===== config.mk =====
export PLATFORM = sky130hd
export DESIGN_NAME = multilevel_ready_queue_scheduler_flat
export DESIGN_NICKNAME = d
export VERILOG_FILES = /design/src/sv/mlrq_pkg.sv /design/src/sv/mlrq_if.sv /design/src/sv/multilevel_ready_queue_scheduler.sv /design/src/sv/mlrq_ram.sv /design/src/sv/mlrq_ctrl.sv /design/src/sv/mlrq_dp.sv /design/src/flat_wrapper.sv
export SDC_FILE = /design/constraint.sdc
export NUM_CORES = 2
export LEC_CHECK = 0
export BUFFER_PORTS_ARGS = -buffer_cell sky130_fd_sc_hd__buf_2
export CORE_MARGIN = 4
export CORE_UTILIZATION = 62
export DETAILED_ROUTE_END_ITERATION = 16
export PLACE_DENSITY_LB_ADDON = 0.15
export SYNTH_ARGS = -nofsm -noshare
export SYNTH_HDL_FRONTEND = slang
export SYNTH_SLANG_ARGS = --single-unit

===== constraint.sdc =====
create_clock -name clk -period 6.8 [get_ports clk]
set_input_delay 1.36 -clock clk [delete_from_list [all_inputs] [get_ports clk]]
set_output_delay 1.36 -clock clk [all_outputs]
set_load 0.01 [all_outputs]

===== src/sv/mlrq_pkg.sv =====
// Shared types, constants and controller commands of the multilevel ready-queue scheduler.
package mlrq_pkg;

	localparam int DEF_LEVELS = 32;
	localparam int DEF_TASKS  = 64;

	localparam int KIND_W   = 3;
	localparam int TASK_W   = 6;
	localparam int PRIO_W   = 5;
	localparam int STATUS_W = 2;
	localparam int MOVED_W  = 5;
	localparam int CNT_W    = 7;

	localparam logic [CNT_W-1:0] MAX_ACTIVE_RST = 7'd32;

	localparam logic [STATUS_W-1:0] ST_DONE    = 2'd0;
	localparam logic [STATUS_W-1:0] ST_EMPTY   = 2'd1;
	localparam logic [STATUS_W-1:0] ST_REFUSED = 2'd2;

	typedef enum logic [KIND_W-1:0] {
		K_ADMIT    = 3'd0,
		K_DISPATCH = 3'd1,
		K_REQUEUE  = 3'd2,
		K_BOOST    = 3'd3,
		K_RETIRE   = 3'd4
	} kind_t;

	typedef enum logic [4:0] {
		U_NOP,
		U_LATCH,
		U_ADM_RD,
		U_ADM_ID,
		U_REFUSE,
		U_DSP_RD,
		U_EMPTY,
		U_RQ_RD,
		U_RQ_LVL,
		U_RET,
		U_APP_RD,
		U_APP_WR,
		U_POP_HT,
		U_POP_NX,
		U_DSP_END,
		U_BST_INIT,
		U_BST_POP,
		U_BST_SKIP,
		U_LOAD_OUT
	} uop_t;

	typedef struct packed {
		uop_t uop;
	} cmd_t;

	typedef struct packed {
		kind_t kind;
		logic  admit_ok;
		logic  any_ready;
		logic  task_ok;
		logic  retire_ok;
		logic  same;
		logic  scan_done;
		logic  scan_ne;
	} stat_t;

endpackage


===== src/sv/mlrq_if.sv =====
// Request and result channel interfaces of the scheduler.
interface mlrq_req_if;
	logic                        valid;
	logic                        ready;
	logic [mlrq_pkg::KIND_W-1:0] kind;
	logic [mlrq_pkg::TASK_W-1:0] task_id;
	logic [mlrq_pkg::PRIO_W-1:0] priority_req;

	modport source (output valid, kind, task_id, priority_req, input ready);
	modport sink (input valid, kind, task_id, priority_req, output ready);
endinterface

interface mlrq_res_if;
	logic                          valid;
	logic                          ready;
	logic [mlrq_pkg::STATUS_W-1:0] status;
	logic [mlrq_pkg::TASK_W-1:0]   out_task;
	logic [mlrq_pkg::PRIO_W-1:0]   out_priority;
	logic                          round_robin;
	logic [mlrq_pkg::MOVED_W-1:0]  moved;

	modport source (output valid, status, out_task, out_priority, round_robin, moved,
		input ready);
	modport sink (input valid, status, out_task, out_priority, round_robin, moved,
		output ready);
endinterface


===== src/sv/multilevel_ready_queue_scheduler.sv =====
// Multilevel ready-queue scheduler: one item at a time, each result one item per request.
// Admit takes an identifier from the pool and appends it to the tail of its level;
// requeue appends a task to the level stored for it; dispatch pops the head of the first
// non-empty level; boost moves the head of each non-empty level above the midpoint to it.
// A result is valid in the cycle the next item can be taken; a stalled result holds the next.
// Reset clears the counters, the ready flags and the pool valid bits; max_active returns to 32.
module multilevel_ready_queue_scheduler #(
	parameter int LEVELS = mlrq_pkg::DEF_LEVELS,
	parameter int TASKS  = mlrq_pkg::DEF_TASKS
) (
	input  logic                       clk,
	input  logic                       arst_n,
	input  logic                       cfg_we,
	input  logic [mlrq_pkg::CNT_W-1:0] cfg_wdata,
	mlrq_req_if.sink                   request,
	mlrq_res_if.source                 result
);

	mlrq_pkg::cmd_t  cmd;
	mlrq_pkg::stat_t stat;
	logic            in_ready;
	logic            out_valid;

	assign request.ready = in_ready;
	assign result.valid  = out_valid;

	mlrq_ctrl u_ctrl (
		.clk      (clk),
		.arst_n   (arst_n),
		.in_valid (request.valid),
		.in_ready (in_ready),
		.out_valid(out_valid),
		.out_ready(result.ready),
		.stat     (stat),
		.cmd      (cmd)
	);

	mlrq_dp #(.LEVELS(LEVELS), .TASKS(TASKS)) u_dp (
		.clk            (clk),
		.arst_n         (arst_n),
		.cfg_we         (cfg_we),
		.cfg_wdata      (cfg_wdata),
		.in_kind        (request.kind),
		.in_task_id     (request.task_id),
		.in_priority_req(request.priority_req),
		.cmd            (cmd),
		.stat           (stat),
		.status         (result.status),
		.out_task       (result.out_task),
		.out_priority   (result.out_priority),
		.round_robin    (result.round_robin),
		.moved          (result.moved)
	);

	// Only one item is in flight: the block stops taking items right after an accept.
	a_one_in_flight: assert property (@(posedge clk) disable iff (!arst_n)
		request.valid && request.ready |=> !request.ready)
		else $error("request taken while an item is in flight");

	a_latch_on_accept: assert property (@(posedge clk) disable iff (!arst_n)
		cmd.uop == mlrq_pkg::U_LATCH |-> request.valid && request.ready)
		else $error("request latched without an accept");

	a_no_overwrite: assert property (@(posedge clk) disable iff (!arst_n)
		cmd.uop == mlrq_pkg::U_LOAD_OUT |-> !result.valid || result.ready)
		else $error("pending result overwritten");

	a_moved_only_done: assert property (@(posedge clk) disable iff (!arst_n)
		result.valid && result.status != mlrq_pkg::ST_DONE |-> result.moved == '0)
		else $error("moved count on a failed request");

endmodule


===== src/sv/mlrq_ram.sv =====
// Generic single-write, single-read RAM with registered read data.
module mlrq_ram #(
	parameter int WIDTH = 8,
	parameter int DEPTH = 64
) (
	input  logic                     clk,
	input  logic                     we,
	input  logic [$clog2(DEPTH)-1:0] waddr,
	input  logic [WIDTH-1:0]         wdata,
	input  logic                     re,
	input  logic [$clog2(DEPTH)-1:0] raddr,
	output logic [WIDTH-1:0]         rdata
);

	logic [WIDTH-1:0] mem_q [DEPTH];

	always_ff @(posedge clk) begin
		if (we) begin
			mem_q[waddr] <= wdata;
		end
		if (re) begin
			rdata <= mem_q[raddr];
		end
	end

endmodule


===== src/sv/mlrq_ctrl.sv =====
// Sequencing state machine of the scheduler: issues one datapath command per cycle.
module mlrq_ctrl (
	input  logic            clk,
	input  logic            arst_n,
	input  logic            in_valid,
	output logic            in_ready,
	output logic            out_valid,
	input  logic            out_ready,
	input  mlrq_pkg::stat_t stat,
	output mlrq_pkg::cmd_t  cmd
);

	typedef enum logic [3:0] {
		S_IDLE,
		S_DECODE,
		S_ADM_ID,
		S_RQ_LVL,
		S_APP_RD,
		S_APP_WR,
		S_POP_HT,
		S_POP_NX,
		S_DSP_END,
		S_BST_SCAN,
		S_DONE
	} state_t;

	state_t state_q, state_d;
	logic   out_valid_q;
	logic   boost;

	assign boost     = (stat.kind == mlrq_pkg::K_BOOST);
	assign in_ready  = (state_q == S_IDLE);
	assign out_valid = out_valid_q;

	always_comb begin
		state_d = state_q;
		cmd.uop = mlrq_pkg::U_NOP;
		case (state_q)
			S_IDLE: begin
				if (in_valid) begin
					cmd.uop = mlrq_pkg::U_LATCH;
					state_d = S_DECODE;
				end
			end
			S_DECODE: begin
				state_d = S_DONE;
				case (stat.kind)
					mlrq_pkg::K_ADMIT: begin
						if (stat.admit_ok) begin
							cmd.uop = mlrq_pkg::U_ADM_RD;
							state_d = S_ADM_ID;
						end else begin
							cmd.uop = mlrq_pkg::U_REFUSE;
						end
					end
					mlrq_pkg::K_DISPATCH: begin
						if (stat.any_ready) begin
							cmd.uop = mlrq_pkg::U_DSP_RD;
							state_d = S_POP_HT;
						end else begin
							cmd.uop = mlrq_pkg::U_EMPTY;
						end
					end
					mlrq_pkg::K_REQUEUE: begin
						if (stat.task_ok) begin
							cmd.uop = mlrq_pkg::U_RQ_RD;
							state_d = S_RQ_LVL;
						end
					end
					mlrq_pkg::K_BOOST: begin
						cmd.uop = mlrq_pkg::U_BST_INIT;
						state_d = S_BST_SCAN;
					end
					mlrq_pkg::K_RETIRE: begin
						if (stat.retire_ok) begin
							cmd.uop = mlrq_pkg::U_RET;
						end
					end
					default: begin
						cmd.uop = mlrq_pkg::U_NOP;
					end
				endcase
			end
			S_ADM_ID: begin
				cmd.uop = mlrq_pkg::U_ADM_ID;
				state_d = S_APP_RD;
			end
			S_RQ_LVL: begin
				cmd.uop = mlrq_pkg::U_RQ_LVL;
				state_d = S_APP_RD;
			end
			S_APP_RD: begin
				cmd.uop = mlrq_pkg::U_APP_RD;
				state_d = S_APP_WR;
			end
			S_APP_WR: begin
				cmd.uop = mlrq_pkg::U_APP_WR;
				state_d = boost ? S_BST_SCAN : S_DONE;
			end
			S_POP_HT: begin
				cmd.uop = mlrq_pkg::U_POP_HT;
				if (!stat.same) begin
					state_d = S_POP_NX;
				end else begin
					state_d = boost ? S_APP_RD : S_DSP_END;
				end
			end
			S_POP_NX: begin
				cmd.uop = mlrq_pkg::U_POP_NX;
				state_d = boost ? S_APP_RD : S_DSP_END;
			end
			S_DSP_END: begin
				cmd.uop = mlrq_pkg::U_DSP_END;
				state_d = S_DONE;
			end
			S_BST_SCAN: begin
				if (stat.scan_done) begin
					state_d = S_DONE;
				end else if (stat.scan_ne) begin
					cmd.uop = mlrq_pkg::U_BST_POP;
					state_d = S_POP_HT;
				end else begin
					cmd.uop = mlrq_pkg::U_BST_SKIP;
				end
			end
			S_DONE: begin
				// The result register frees up in the same cycle it is taken.
				if (!out_valid_q || out_ready) begin
					cmd.uop = mlrq_pkg::U_LOAD_OUT;
					state_d = S_IDLE;
				end
			end
			default: begin
				state_d = S_IDLE;
			end
		endcase
	end

	always_ff @(posedge clk or negedge arst_n) begin
		if (!arst_n) begin
			state_q     <= S_IDLE;
			out_valid_q <= 1'b0;
		end else begin
			state_q <= state_d;
			if (cmd.uop == mlrq_pkg::U_LOAD_OUT) begin
				out_valid_q <= 1'b1;
			end else if (out_ready) begin
				out_valid_q <= 1'b0;
			end
		end
	end

endmodule


===== src/sv/mlrq_dp.sv =====
// Datapath of the scheduler: list memories, identifier pool, counters and result registers.
module mlrq_dp #(
	parameter int LEVELS = mlrq_pkg::DEF_LEVELS,
	parameter int TASKS  = mlrq_pkg::DEF_TASKS
) (
	input  logic                          clk,
	input  logic                          arst_n,
	input  logic                          cfg_we,
	input  logic [mlrq_pkg::CNT_W-1:0]    cfg_wdata,
	input  logic [mlrq_pkg::KIND_W-1:0]   in_kind,
	input  logic [mlrq_pkg::TASK_W-1:0]   in_task_id,
	input  logic [mlrq_pkg::PRIO_W-1:0]   in_priority_req,
	input  mlrq_pkg::cmd_t                cmd,
	output mlrq_pkg::stat_t               stat,
	output logic [mlrq_pkg::STATUS_W-1:0] status,
	output logic [mlrq_pkg::TASK_W-1:0]   out_task,
	output logic [mlrq_pkg::PRIO_W-1:0]   out_priority,
	output logic                          round_robin,
	output logic [mlrq_pkg::MOVED_W-1:0]  moved
);

	localparam int LVW = $clog2(LEVELS);
	localparam int IDW = $clog2(TASKS);
	localparam int PTW = $clog2(TASKS + 1);
	localparam int SCW = $clog2(LEVELS + 1);
	localparam logic [LVW-1:0] MID     = LVW'(LEVELS / 2);
	localparam logic [LVW-1:0] TOP_LVL = LVW'(LEVELS - 1);

	function automatic logic [LVW-1:0] sat_lvl(input logic [7:0] x);
		return (int'(x) >= LEVELS) ? TOP_LVL : LVW'(x);
	endfunction

	// Control state
	logic [mlrq_pkg::CNT_W-1:0] max_active_q;
	logic [mlrq_pkg::CNT_W-1:0] active_q;
	logic [PTW-1:0]             pool_top_q;
	logic [LEVELS-1:0]          nonempty_q;
	logic [TASKS-1:0]           pool_vld_q;

	// Working registers
	mlrq_pkg::kind_t             kind_q;
	logic [mlrq_pkg::TASK_W-1:0] task_q;
	logic [mlrq_pkg::PRIO_W-1:0] prio_q;
	logic [IDW-1:0]              id_q;
	logic [LVW-1:0]              app_lvl_q;
	logic [LVW-1:0]              pop_lvl_q;
	logic [SCW-1:0]              scan_q;
	logic [IDW-1:0]              pool_addr_q;
	logic                        pool_hit_q;

	logic [mlrq_pkg::STATUS_W-1:0] res_status_q;
	logic [mlrq_pkg::TASK_W-1:0]   res_task_q;
	logic [mlrq_pkg::PRIO_W-1:0]   res_prio_q;
	logic                          res_rr_q;
	logic [mlrq_pkg::MOVED_W-1:0]  res_moved_q;

	logic [mlrq_pkg::STATUS_W-1:0] status_q;
	logic [mlrq_pkg::TASK_W-1:0]   out_task_q;
	logic [mlrq_pkg::PRIO_W-1:0]   out_prio_q;
	logic                          out_rr_q;
	logic [mlrq_pkg::MOVED_W-1:0]  out_moved_q;

	// Memory ports
	logic           head_we, head_re, tail_we, tail_re;
	logic [LVW-1:0] head_waddr, head_raddr, tail_waddr, tail_raddr;
	logic [IDW-1:0] head_wdata, head_rdata, tail_wdata, tail_rdata;
	logic           nxt_we, nxt_re;
	logic [IDW-1:0] nxt_waddr, nxt_raddr, nxt_wdata, nxt_rdata;
	logic           prio_we, prio_re;
	logic [IDW-1:0] prio_waddr, prio_raddr;
	logic [LVW-1:0] prio_wdata, prio_rdata;
	logic           pool_we, pool_re;
	logic [IDW-1:0] pool_waddr, pool_raddr, pool_wdata, pool_rdata;

	// Derived values
	logic [LVW-1:0] first_lvl;
	logic [LVW-1:0] req_lvl;
	logic [LVW-1:0] dsp_lvl;
	logic [LVW-1:0] scan_lvl;
	logic [IDW-1:0] task_idx;
	logic [IDW-1:0] pool_rd_idx;
	logic [IDW-1:0] pool_wr_idx;
	logic [IDW-1:0] pool_id;
	logic           task_ok;

	assign req_lvl     = sat_lvl(8'(prio_q));
	assign dsp_lvl     = sat_lvl(8'(prio_rdata));
	assign scan_lvl    = LVW'(scan_q);
	assign task_idx    = IDW'(task_q);
	assign pool_rd_idx = IDW'(pool_top_q);
	assign pool_wr_idx = IDW'(pool_top_q - 1'b1);
	// An identifier pool entry never written since reset holds its own index.
	assign pool_id     = pool_hit_q ? pool_rdata : pool_addr_q;
	assign task_ok     = (int'(task_q) < TASKS);

	always_comb begin
		first_lvl = '0;
		for (int i = LEVELS - 1; i >= 0; i--) begin
			if (nonempty_q[i]) begin
				first_lvl = LVW'(i);
			end
		end
	end

	always_comb begin
		stat.kind      = kind_q;
		stat.admit_ok  = (int'(pool_top_q) < TASKS) && (active_q < max_active_q);
		stat.any_ready = |nonempty_q;
		stat.task_ok   = task_ok;
		stat.retire_ok = task_ok && (pool_top_q != '0);
		stat.same      = (head_rdata == tail_rdata);
		stat.scan_done = (int'(scan_q) >= LEVELS);
		stat.scan_ne   = nonempty_q[scan_lvl];
	end

	always_comb begin
		head_we    = 1'b0;
		head_waddr = app_lvl_q;
		head_wdata = id_q;
		head_re    = 1'b0;
		head_raddr = first_lvl;
		tail_we    = 1'b0;
		tail_waddr = app_lvl_q;
		tail_wdata = id_q;
		tail_re    = 1'b0;
		tail_raddr = first_lvl;
		nxt_we     = 1'b0;
		nxt_waddr  = tail_rdata;
		nxt_wdata  = id_q;
		nxt_re     = 1'b0;
		nxt_raddr  = head_rdata;
		prio_we    = 1'b0;
		prio_waddr = pool_id;
		prio_wdata = app_lvl_q;
		prio_re    = 1'b0;
		prio_raddr = task_idx;
		pool_we    = 1'b0;
		pool_waddr = pool_wr_idx;
		pool_wdata = task_idx;
		pool_re    = 1'b0;
		pool_raddr = pool_rd_idx;
		case (cmd.uop)
			mlrq_pkg::U_ADM_RD: begin
				pool_re = 1'b1;
			end
			mlrq_pkg::U_ADM_ID: begin
				prio_we = 1'b1;
			end
			mlrq_pkg::U_DSP_RD: begin
				head_re = 1'b1;
				tail_re = 1'b1;
			end
			mlrq_pkg::U_BST_POP: begin
				head_re    = 1'b1;
				tail_re    = 1'b1;
				head_raddr = scan_lvl;
				tail_raddr = scan_lvl;
			end
			mlrq_pkg::U_RQ_RD: begin
				prio_re = 1'b1;
			end
			mlrq_pkg::U_RET: begin
				pool_we = 1'b1;
			end
			mlrq_pkg::U_APP_RD: begin
				tail_re    = 1'b1;
				tail_raddr = app_lvl_q;
			end
			mlrq_pkg::U_APP_WR: begin
				tail_we = 1'b1;
				if (nonempty_q[app_lvl_q]) begin
					nxt_we = 1'b1;
				end else begin
					head_we = 1'b1;
				end
			end
			mlrq_pkg::U_POP_HT: begin
				prio_re    = 1'b1;
				prio_raddr = head_rdata;
				nxt_re     = (head_rdata != tail_rdata);
			end
			mlrq_pkg::U_POP_NX: begin
				head_we    = 1'b1;
				head_waddr = pop_lvl_q;
				head_wdata = nxt_rdata;
			end
			default: begin
				head_we = 1'b0;
			end
		endcase
	end

	always_ff @(posedge clk or negedge arst_n) begin
		if (!arst_n) begin
			max_active_q <= mlrq_pkg::MAX_ACTIVE_RST;
			active_q     <= '0;
			pool_top_q   <= '0;
			nonempty_q   <= '0;
			pool_vld_q   <= '0;
		end else begin
			if (cfg_we) begin
				max_active_q <= cfg_wdata;
			end
			case (cmd.uop)
				mlrq_pkg::U_ADM_ID: begin
					pool_top_q <= pool_top_q + 1'b1;
					active_q   <= active_q + 1'b1;
				end
				mlrq_pkg::U_RET: begin
					pool_top_q              <= pool_top_q - 1'b1;
					pool_vld_q[pool_wr_idx] <= 1'b1;
					if (active_q != '0) begin
						active_q <= active_q - 1'b1;
					end
				end
				mlrq_pkg::U_APP_WR: begin
					nonempty_q[app_lvl_q] <= 1'b1;
				end
				mlrq_pkg::U_POP_HT: begin
					if (head_rdata == tail_rdata) begin
						nonempty_q[pop_lvl_q] <= 1'b0;
					end
				end
				default: begin
					active_q <= active_q;
				end
			endcase
		end
	end

	always_ff @(posedge clk) begin
		case (cmd.uop)
			mlrq_pkg::U_LATCH: begin
				kind_q       <= mlrq_pkg::kind_t'(in_kind);
				task_q       <= in_task_id;
				prio_q       <= in_priority_req;
				res_status_q <= mlrq_pkg::ST_DONE;
				res_task_q   <= '0;
				res_prio_q   <= '0;
				res_rr_q     <= 1'b0;
				res_moved_q  <= '0;
			end
			mlrq_pkg::U_ADM_RD: begin
				pool_addr_q <= pool_rd_idx;
				pool_hit_q  <= pool_vld_q[pool_rd_idx];
				app_lvl_q   <= req_lvl;
			end
			mlrq_pkg::U_ADM_ID: begin
				id_q       <= pool_id;
				res_task_q <= mlrq_pkg::TASK_W'(pool_id);
			end
			mlrq_pkg::U_REFUSE: begin
				res_status_q <= mlrq_pkg::ST_REFUSED;
			end
			mlrq_pkg::U_EMPTY: begin
				res_status_q <= mlrq_pkg::ST_EMPTY;
			end
			mlrq_pkg::U_DSP_RD: begin
				pop_lvl_q <= first_lvl;
			end
			mlrq_pkg::U_RQ_RD: begin
				id_q <= task_idx;
			end
			mlrq_pkg::U_RQ_LVL: begin
				app_lvl_q <= dsp_lvl;
			end
			mlrq_pkg::U_POP_HT: begin
				id_q <= head_rdata;
			end
			mlrq_pkg::U_DSP_END: begin
				res_task_q <= mlrq_pkg::TASK_W'(id_q);
				res_prio_q <= mlrq_pkg::PRIO_W'(dsp_lvl);
				res_rr_q   <= (dsp_lvl >= MID);
			end
			mlrq_pkg::U_BST_INIT: begin
				scan_q <= SCW'(LEVELS / 2 + 1);
			end
			mlrq_pkg::U_BST_POP: begin
				pop_lvl_q <= scan_lvl;
				app_lvl_q <= MID;
			end
			mlrq_pkg::U_BST_SKIP: begin
				scan_q <= scan_q + 1'b1;
			end
			mlrq_pkg::U_APP_WR: begin
				if (kind_q == mlrq_pkg::K_BOOST) begin
					scan_q      <= scan_q + 1'b1;
					res_moved_q <= res_moved_q + 1'b1;
				end
			end
			mlrq_pkg::U_LOAD_OUT: begin
				status_q    <= res_status_q;
				out_task_q  <= res_task_q;
				out_prio_q  <= res_prio_q;
				out_rr_q    <= res_rr_q;
				out_moved_q <= res_moved_q;
			end
			default: begin
				id_q <= id_q;
			end
		endcase
	end

	assign status       = status_q;
	assign out_task     = out_task_q;
	assign out_priority = out_prio_q;
	assign round_robin  = out_rr_q;
	assign moved        = out_moved_q;

	mlrq_ram #(.WIDTH(IDW), .DEPTH(LEVELS)) u_head (
		.clk(clk), .we(head_we), .waddr(head_waddr), .wdata(head_wdata),
		.re(head_re), .raddr(head_raddr), .rdata(head_rdata)
	);

	mlrq_ram #(.WIDTH(IDW), .DEPTH(LEVELS)) u_tail (
		.clk(clk), .we(tail_we), .waddr(tail_waddr), .wdata(tail_wdata),
		.re(tail_re), .raddr(tail_raddr), .rdata(tail_rdata)
	);

	mlrq_ram #(.WIDTH(IDW), .DEPTH(TASKS)) u_next (
		.clk(clk), .we(nxt_we), .waddr(nxt_waddr), .wdata(nxt_wdata),
		.re(nxt_re), .raddr(nxt_raddr), .rdata(nxt_rdata)
	);

	mlrq_ram #(.WIDTH(LVW), .DEPTH(TASKS)) u_prio (
		.clk(clk), .we(prio_we), .waddr(prio_waddr), .wdata(prio_wdata),
		.re(prio_re), .raddr(prio_raddr), .rdata(prio_rdata)
	);

	mlrq_ram #(.WIDTH(IDW), .DEPTH(TASKS)) u_pool (
		.clk(clk), .we(pool_we), .waddr(pool_waddr), .wdata(pool_wdata),
		.re(pool_re), .raddr(pool_raddr), .rdata(pool_rdata)
	);

endmodule

===== src/flat_wrapper.sv =====
// flat-port wrapper written by rule: the top's interface ports become plain ports
module multilevel_ready_queue_scheduler_flat 
#(
	parameter int LEVELS = mlrq_pkg::DEF_LEVELS,
	parameter int TASKS  = mlrq_pkg::DEF_TASKS
)
  (clk, arst_n, cfg_we, cfg_wdata, request_valid, request_kind, request_task_id, request_priority_req, request_ready, result_valid, result_status, result_out_task, result_out_priority, result_round_robin, result_moved, result_ready);
  mlrq_req_if request_i ();
  mlrq_res_if result_i ();
  input  logic clk;
  input  logic arst_n;
  input  logic cfg_we;
  input  logic [mlrq_pkg::CNT_W-1:0] cfg_wdata;
  input wire logic [$bits(request_i.valid)-1:0] request_valid;
  input wire logic [$bits(request_i.kind)-1:0] request_kind;
  input wire logic [$bits(request_i.task_id)-1:0] request_task_id;
  input wire logic [$bits(request_i.priority_req)-1:0] request_priority_req;
  output wire logic [$bits(request_i.ready)-1:0] request_ready;
  output wire logic [$bits(result_i.valid)-1:0] result_valid;
  output wire logic [$bits(result_i.status)-1:0] result_status;
  output wire logic [$bits(result_i.out_task)-1:0] result_out_task;
  output wire logic [$bits(result_i.out_priority)-1:0] result_out_priority;
  output wire logic [$bits(result_i.round_robin)-1:0] result_round_robin;
  output wire logic [$bits(result_i.moved)-1:0] result_moved;
  input wire logic [$bits(result_i.ready)-1:0] result_ready;
  assign request_i.valid = request_valid;
  assign request_i.kind = request_kind;
  assign request_i.task_id = request_task_id;
  assign request_i.priority_req = request_priority_req;
  assign request_ready = request_i.ready;
  assign result_valid = result_i.valid;
  assign result_status = result_i.status;
  assign result_out_task = result_i.out_task;
  assign result_out_priority = result_i.out_priority;
  assign result_round_robin = result_i.round_robin;
  assign result_moved = result_i.moved;
  assign result_i.ready = result_ready;
  multilevel_ready_queue_scheduler #(.LEVELS(LEVELS), .TASKS(TASKS)) u_core (.clk(clk), .arst_n(arst_n), .cfg_we(cfg_we), .cfg_wdata(cfg_wdata), .request(request_i), .result(result_i));
endmodule

; ---- Word level (Yosys, flattened, before mapping)
; Memories as Yosys holds them, arrays and structs flattened. A register that Yosys moved wholly into a read port is not among the register bits.
; Cells that the tools add are included.
; Widths: inputs -> output; s select.
[word_totals]
register_bits = 203
mem_bits_rw = 1472
inputBits = 26
out_inout_bits = 21
memories = 5
[memory_table]
columns = memory, depth, width, rd, rd_clocked_by_memory_dff, wr, line
row1 = u_core.u_dp.u_next.mem_q, 64, 6, 1, 1, 1, mlrq_ram.sv:15  ; logic [WIDTH-1:0] mem_q [DEPTH];
row2 = u_core.u_dp.u_pool.mem_q, 64, 6, 1, 1, 1, mlrq_ram.sv:15
row3 = u_core.u_dp.u_prio.mem_q, 64, 5, 1, 1, 1, mlrq_ram.sv:15
row4 = u_core.u_dp.u_head.mem_q, 32, 6, 1, 1, 1, mlrq_ram.sv:15
row5 = u_core.u_dp.u_tail.mem_q, 32, 6, 1, 1, 1, mlrq_ram.sv:15
[classes]
add_sub_neg = 6
n_lt_le_gt_ge = 12
eq_ne = 40
n_mux = 110
bitwise = 4
reduce_logical = 31
[ops]
columns = operator, n
row1 = $mux 5, 37
row2 = $or 64x64->64, 1
row3 = $pmux 32 s2, 1
row4 = $pmux 5 s11, 1
row5 = $pmux 6 s3, 3
row6 = $eq 5x4->1 const B, 8
row7 = $pmux 4 s10, 1
row8 = $pmux 5 s2, 4
row9 = $mux 4, 9
row10 = $and 32x32->32, 1
row11 = $mux 32, 1
row12 = $not 32->32, 1
row13 = $or 32x32->32, 1
row14 = $reduce_or 32->1, 1
row15 = $mux 1, 31
row16 = $pmux 7 s2, 2
row17 = $pmux 5 s5, 1
row18 = $mux 6, 4
row19 = $eq 5x3->1 const B, 4
row20 = $lt 5x6->1 const B, 3
row21 = $eq 4x3->1 const B, 4
row22 = $pmux 4 s4, 1
row23 = $eq 5x5->1 const B, 3
row24 = $pmux 5 s3, 1
row25 = 45 further kinds, 79

; ---- Longest topological paths before layout
[depth]
depth_word = 33
mapped_depth = 25
ltp_nobuf = 20

; ---- Modules after synthesis
; Synthesis repeated with hierarchy kept, for this count alone.
[hier_totals]
hier_cells = 3659
hier_area_um2 = 69287.7
[by_module_without_submodules]
columns = module, instances, cells_per_inst, area_per_inst_um2, seq_area_each_um2
row1 = mlrq_ram (u_core.u_dp.u_next ...), 2, 720, 15285.9, 11711.2
row2 = mlrq_ram (u_core.u_dp.u_head ...), 2, 323, 7649.8, 5945.7
row3 = mlrq_ram (u_core.u_dp.u_prio), 1, 610, 12818.5, 9759.4
row4 = mlrq_dp, 1, 879, 9982.1, 5361.4
row5 = mlrq_ctrl, 1, 84, 615.6, 125.1

; ---- Least setup slack after synthesis
; OpenSTA, ideal clock, no wires.
[synth_timing]
kind = register -> register
from = reg u_core.u_dp.pool_top_q[0]
to = reg u_core.u_dp.active_q[6] (netlist bit)
arrival_time_ns = 4.647
required_ns = 6.721
path_slack_ns = 2.074
path_stages_with_launch = 25
path_buffers = 5
period_less_slack_ns = 4.726
path_cell_list = dfrtp_1 -> clkbuf_1 -> buf_1 -> clkbuf_1 -> inv_1 -> ha_1 -> nor3b_1 -> nand2_1 -> o211ai_1 -> nand3b_1 -> a21oi_1 -> o21ai_0 -> and2_1 -> nand3_1 -> buf_6 -> inv_2 -> buf_4 -> ha_1 -> nor2b_1 -> o21ai_0 -> nand2b_1 -> a21o_1 -> a21o_1 -> o31ai_1 -> xor2_1
[synth_via]
elab_chain_cells = 8
[synth_lines]
columns = item, line
row1 = "start, declared", mlrq_dp.sv:36  ; logic [PTW-1:0] pool_top_q;
row2 = "start signal, assigned", mlrq_dp.sv:206  ; pool_top_q <= pool_top_q + 1'b1;
row3 = "start signal, assigned", mlrq_dp.sv:210  ; pool_top_q <= pool_top_q - 1'b1;
row4 = $lt 7x7->1, mlrq_dp.sv:107  ; stat.admit_ok = (int'(pool_top_q) < TASKS) && (active_q < max_active_q);
row5 = $logic_and 1x1->1, mlrq_dp.sv:107
row6 = $mux 3, mlrq_ctrl.sv:49  ; if (stat.admit_ok) begin
row7 = $pmux 5 s5 *, mlrq_ctrl.sv:47  ; case (stat.kind)
row8 = $pmux 5 s11 *, mlrq_ctrl.sv:38  ; case (state_q)
row9 = $eq 5x4->1 or $eq 5x2->1 (tied branches), mlrq_dp.sv:204  ; case (cmd.uop)
row10 = $ne 2x2->1 (no line) or $reduce_bool 2->1 (tied branches), -
row11 = $reduce_and 2->1 (no line), -
row12 = "end signal, assigned", mlrq_dp.sv:207  ; active_q <= active_q + 1'b1;
row13 = "end signal, assigned", mlrq_dp.sv:213  ; active_q <= active_q - 1'b1;
row14 = "end signal, assigned", mlrq_dp.sv:225  ; active_q <= active_q;
row15 = "end, declared", mlrq_dp.sv:35  ; logic [mlrq_pkg::CNT_W-1:0] active_q;
; Mark *: on every way between the ends. The rest lies on a longest branch, timed or not.
; A chain may end at the register's enable or synchronous reset.

; ---- Final worst setup path
[layout_timing]
from = reg u_core.u_dp.pool_top_q[1]
to = reg u_core.u_dp.active_q[6] (netlist bit)
; The elaborated chain is that of the path after synthesis.

==> summary.log <==
[outcome] outcome finished, final reports clean
[yosys] share of synthesized area occupied by flip-flops and latches 0.7332
[floorplan] width of the die 341.5 um
[timing] # setup viols final 0
[yosys] Post-Synthesis Mean Instance Area 17.55 sq um
[timing] maximum frequency from static timing analysis 189.2 MHz
[min_path] Hold Path Sink u_core.u_dp.out_task[5]
[final_layout] count of antenna diodes in the layout 0
[grt] met3 Track Usage GR 0.06124
[critical_path] arrival time of data at the critical path endpoint 5960 ps
[clocking] deepest level of the CTS H-tree 4
[clocking] latest clock arrival within the worst-skew pair 770 ps
[timing] Worst slew margin 0.1520
[yosys] synthesis-stage register bit count 1704
[route] number of search-and-repair iterations in the first detailed-routing pass 5
[critical_path] critical-path cell list inv_1, ha_1, nor3b_1, nand2_1, o211ai_1, nand3b_1, a21oi_1, o21ai_0, and2_1, nand3_1, buf_4, inv_2, ha_1, nor2b_1, o21ai_0, nand2b_1, a21o_1, a21o_1, o31ai_1, xor2_1
[final_layout] total of fill cells in the finished design 7057
[clocking] Root Buffer Master sky130_fd_sc_hd__clkbuf_16
[critical_path] reg-to-reg critical path endpoint u_core.u_dp.active_q[6]
[yosys] Top FF cell, synth sky130_fd_sc_hd__edfxtp_1
[final_layout] Layout area overhead 10.35%
[final_layout] highest-count cells in the layout ignoring fill and taps sky130_fd_sc_hd__edfxtp_1, sky130_fd_sc_hd__nand2_1, sky130_fd_sc_hd__mux4_2
[grt] number of antenna violations at the first check in global routing 4
[timing] setup repair after global routing missed its margin no
[floorplan] effective utilization at floorplan 0.6240
[timing] worst-case clock skew 31.18 ps
[timing] number of failing hold endpoints at the final stage 0
[route] violation count after the first detailed-route iteration 4643
[critical_path] length in cells of the worst reg-to-reg path 20
[min_path] count of cells along the worst hold path 0
[route] number of nets still failing antenna checks after routing 0
[route] routed wire length 155.6 mm
[yosys] number of flops mapped to enable cells by yosys 1582
[final_layout] Final #Nets 4038
[timing] fin. max-slew vios 0
[floorplan] die height 341.5 um
[critical_path] worst reg2reg startpoint u_core.u_dp.pool_top_q[1]
[clocking] TritonCTS clock tree yes
[route] number of vias per cell 6.558
[clocking] buffer depth of the longest clock path 3
[clocking] post-CTS repair timing setup buffer count 0
[grt] Overall Global Routing Usage 0.2705
[grt] sum of overflow across all layers after global routing 0
[floorplan] number of top-level design ports 47
[timing] Final Hold Slack 420.7 ps
[grt] vias in the first global route 36700
[grt] met2 track utilization from global routing 0.4134
[final_layout] leading cell type in the layout, fill and taps excluded sky130_fd_sc_hd__edfxtp_1
[floorplan] Total Die Area 116600 sq um
[critical_path] Max stage delay on crit path 800 ps
[critical_path] endpoint class of the critical path register
[critical_path] data required time of the worst path 7480 ps
[critical_path] Crit Path Category reg -> reg
[route] via count 36860
[yosys] async set-reset flop share out of synthesis 0.07160
[critical_path] CP delay by family, top simple AND/OR/NAND/NOR gates
[timing] final clock period utilization by the worst path 0.7773
[flow_run] number of max-cap violations 0
[critical_path] Crit Path Max Fanout 62
[critical_path] highest-delay cell along the critical path sky130_fd_sc_hd__dfrtp_4
[grt] first-pass GRT wire length 234.6 mm
[timing] post-route setup TNS 0 ps
[clocking] CTS clk-pin slew, worst paths 60 ps
[timing] final worst path period need 5285 ps
[grt] Top Usage Layer GRT met2
[yosys] Post-Synthesis Cells 3930
[route] detail-routed net length per standard cell 27.68 um
[grt] met1 Resource Use GR 0.3967
[critical_path] register-to-register setup slack 1510 ps
[yosys] number of warning messages in the yosys log 0
[yosys] number of distinct standard cells referenced by the synthesized netlist 82
[clocking] hold_buf cts 0
[placed_design] final HPWL from detailed placement 94.03 mm
[min_path] worst hold path startpoint u_core.u_dp.res_task_q[5]
[floorplan] placement row count 122
[timing] transition time at the pin with the least slew margin 1263 ps
[placed_design] PortBufs 46
[min_path] path type of the worst min-delay path reg -> reg
[clocking] post-CTS resize count 0
[yosys] syn nets 3973
[route] drt drc 0
[final_layout] share of final-layout standard cells stronger than drive strength 1 0.1887
[yosys] post-synthesis instance area 68960 sq um
[grt] pin count of the biggest net entering global routing 99
[critical_path] buffers and inverters on the worst path 3
[placed_design] weighted congestion at the end of routability-driven global placement 0.9088
[critical_path] startpoint type of the worst setup path register
[clocking] Inserted Clock Buffers 168
[clocking] clk sinks 1704
[floorplan] Core Box Area 110500 sq um
[cells by family (layout without fill, tap and decap cells)]
family,count (synthesis),after routing,share of synthesized area
flops,1704,1704,0.7332
simple gates,1050,1050,0.06768
mux,467,467,0.1343
compound gates,411,411,0.04233
buf+inv,254,457,0.01591
xor+xnor,27,27,0.003429
fa+ha+maj,17,17,0.003193
[worst max-delay path by stage]
stage | cells past startpoint | endpoint | slack, ps | from
after global placement | 20 | u_core.u_dp.active_q[6] | 1860 | u_core.u_dp.pool_top_q[1]
after floorplan | 24 | u_core.u_dp.active_q[6] | 2070 | u_core.u_dp.pool_top_q[0]
after global routing | 20 | u_core.u_dp.active_q[6] | 1230 | u_core.u_dp.pool_top_q[1]
final | 20 | u_core.u_dp.active_q[6] | 1510 | u_core.u_dp.pool_top_q[1]
after CTS | 20 | u_core.u_dp.active_q[6] | 1610 | u_core.u_dp.pool_top_q[1]
after detailed placement | 20 | u_core.u_dp.active_q[6] | 1650 | u_core.u_dp.pool_top_q[1]
[per-layer routing]
metal,routed length [um],up-vias
met1,62110,18890
met5,16,-
met4,4789,2
li1,-,15730
met2,73590,1909
met3,15100,329
[through the flow]
step,cells,utilization,setup slack (ps),instance area [sq um]
6_report,5621,0.6886,1515,76100
5_1_grt,5621,0.6886,1228,76100
4_1_cts,5621,0.6886,1612,76100
3_5_place_dp,5313,0.6396,1647,70680
3_3_place_gp,5313,0.6396,1860,70680
2_1_floorplan,3930,-,2074,68960
[registers in the layout, summed over array words and instances (netlist names), 32 cells and up]
| signal | count |
|---|---|
| u_core.u_dp.u_pool.mem_q | 384 |
| u_core.u_dp.u_head.mem_q | 192 |
| u_core.u_dp.u_prio.mem_q | 320 |
| u_core.u_dp.nonempty_q | 32 |
| u_core.u_dp.u_next.mem_q | 384 |
| u_core.u_dp.pool_vld_q | 64 |
| u_core.u_dp.u_tail.mem_q | 192 |
[cell usage after synthesis (all sizes together), types with 60 or more instances]
library cell | count | share of area
dfrtp | 121 | 0.044
clkbuf | 125 | 0.0068
nand3 | 94 | 0.0069
nor2 | 332 | 0.018
edfxtp | 1582 | 0.69
buf | 88 | 0.0069
mux4 | 365 | 0.12
mux2i | 86 | 0.012
o21ai | 102 | 0.0074
nand2 | 414 | 0.023
o21bai | 60 | 0.0067
[area by class of cell]
type,instances,area (sq um),area share
sequential,1704,50570,0.6645
multi-input combinational,1972,17360,0.2281
clock buffer,235,4746,0.06236
tap,1488,1862,0.02446
timing repair buffer,108,735.7,0.009667
clock inverter,73,674.4,0.008862
inverter,41,155.1,0.002039
Power is not shown: default switching activity piles up to over one toggle a cycle in this logic, so the estimate is an artifact.
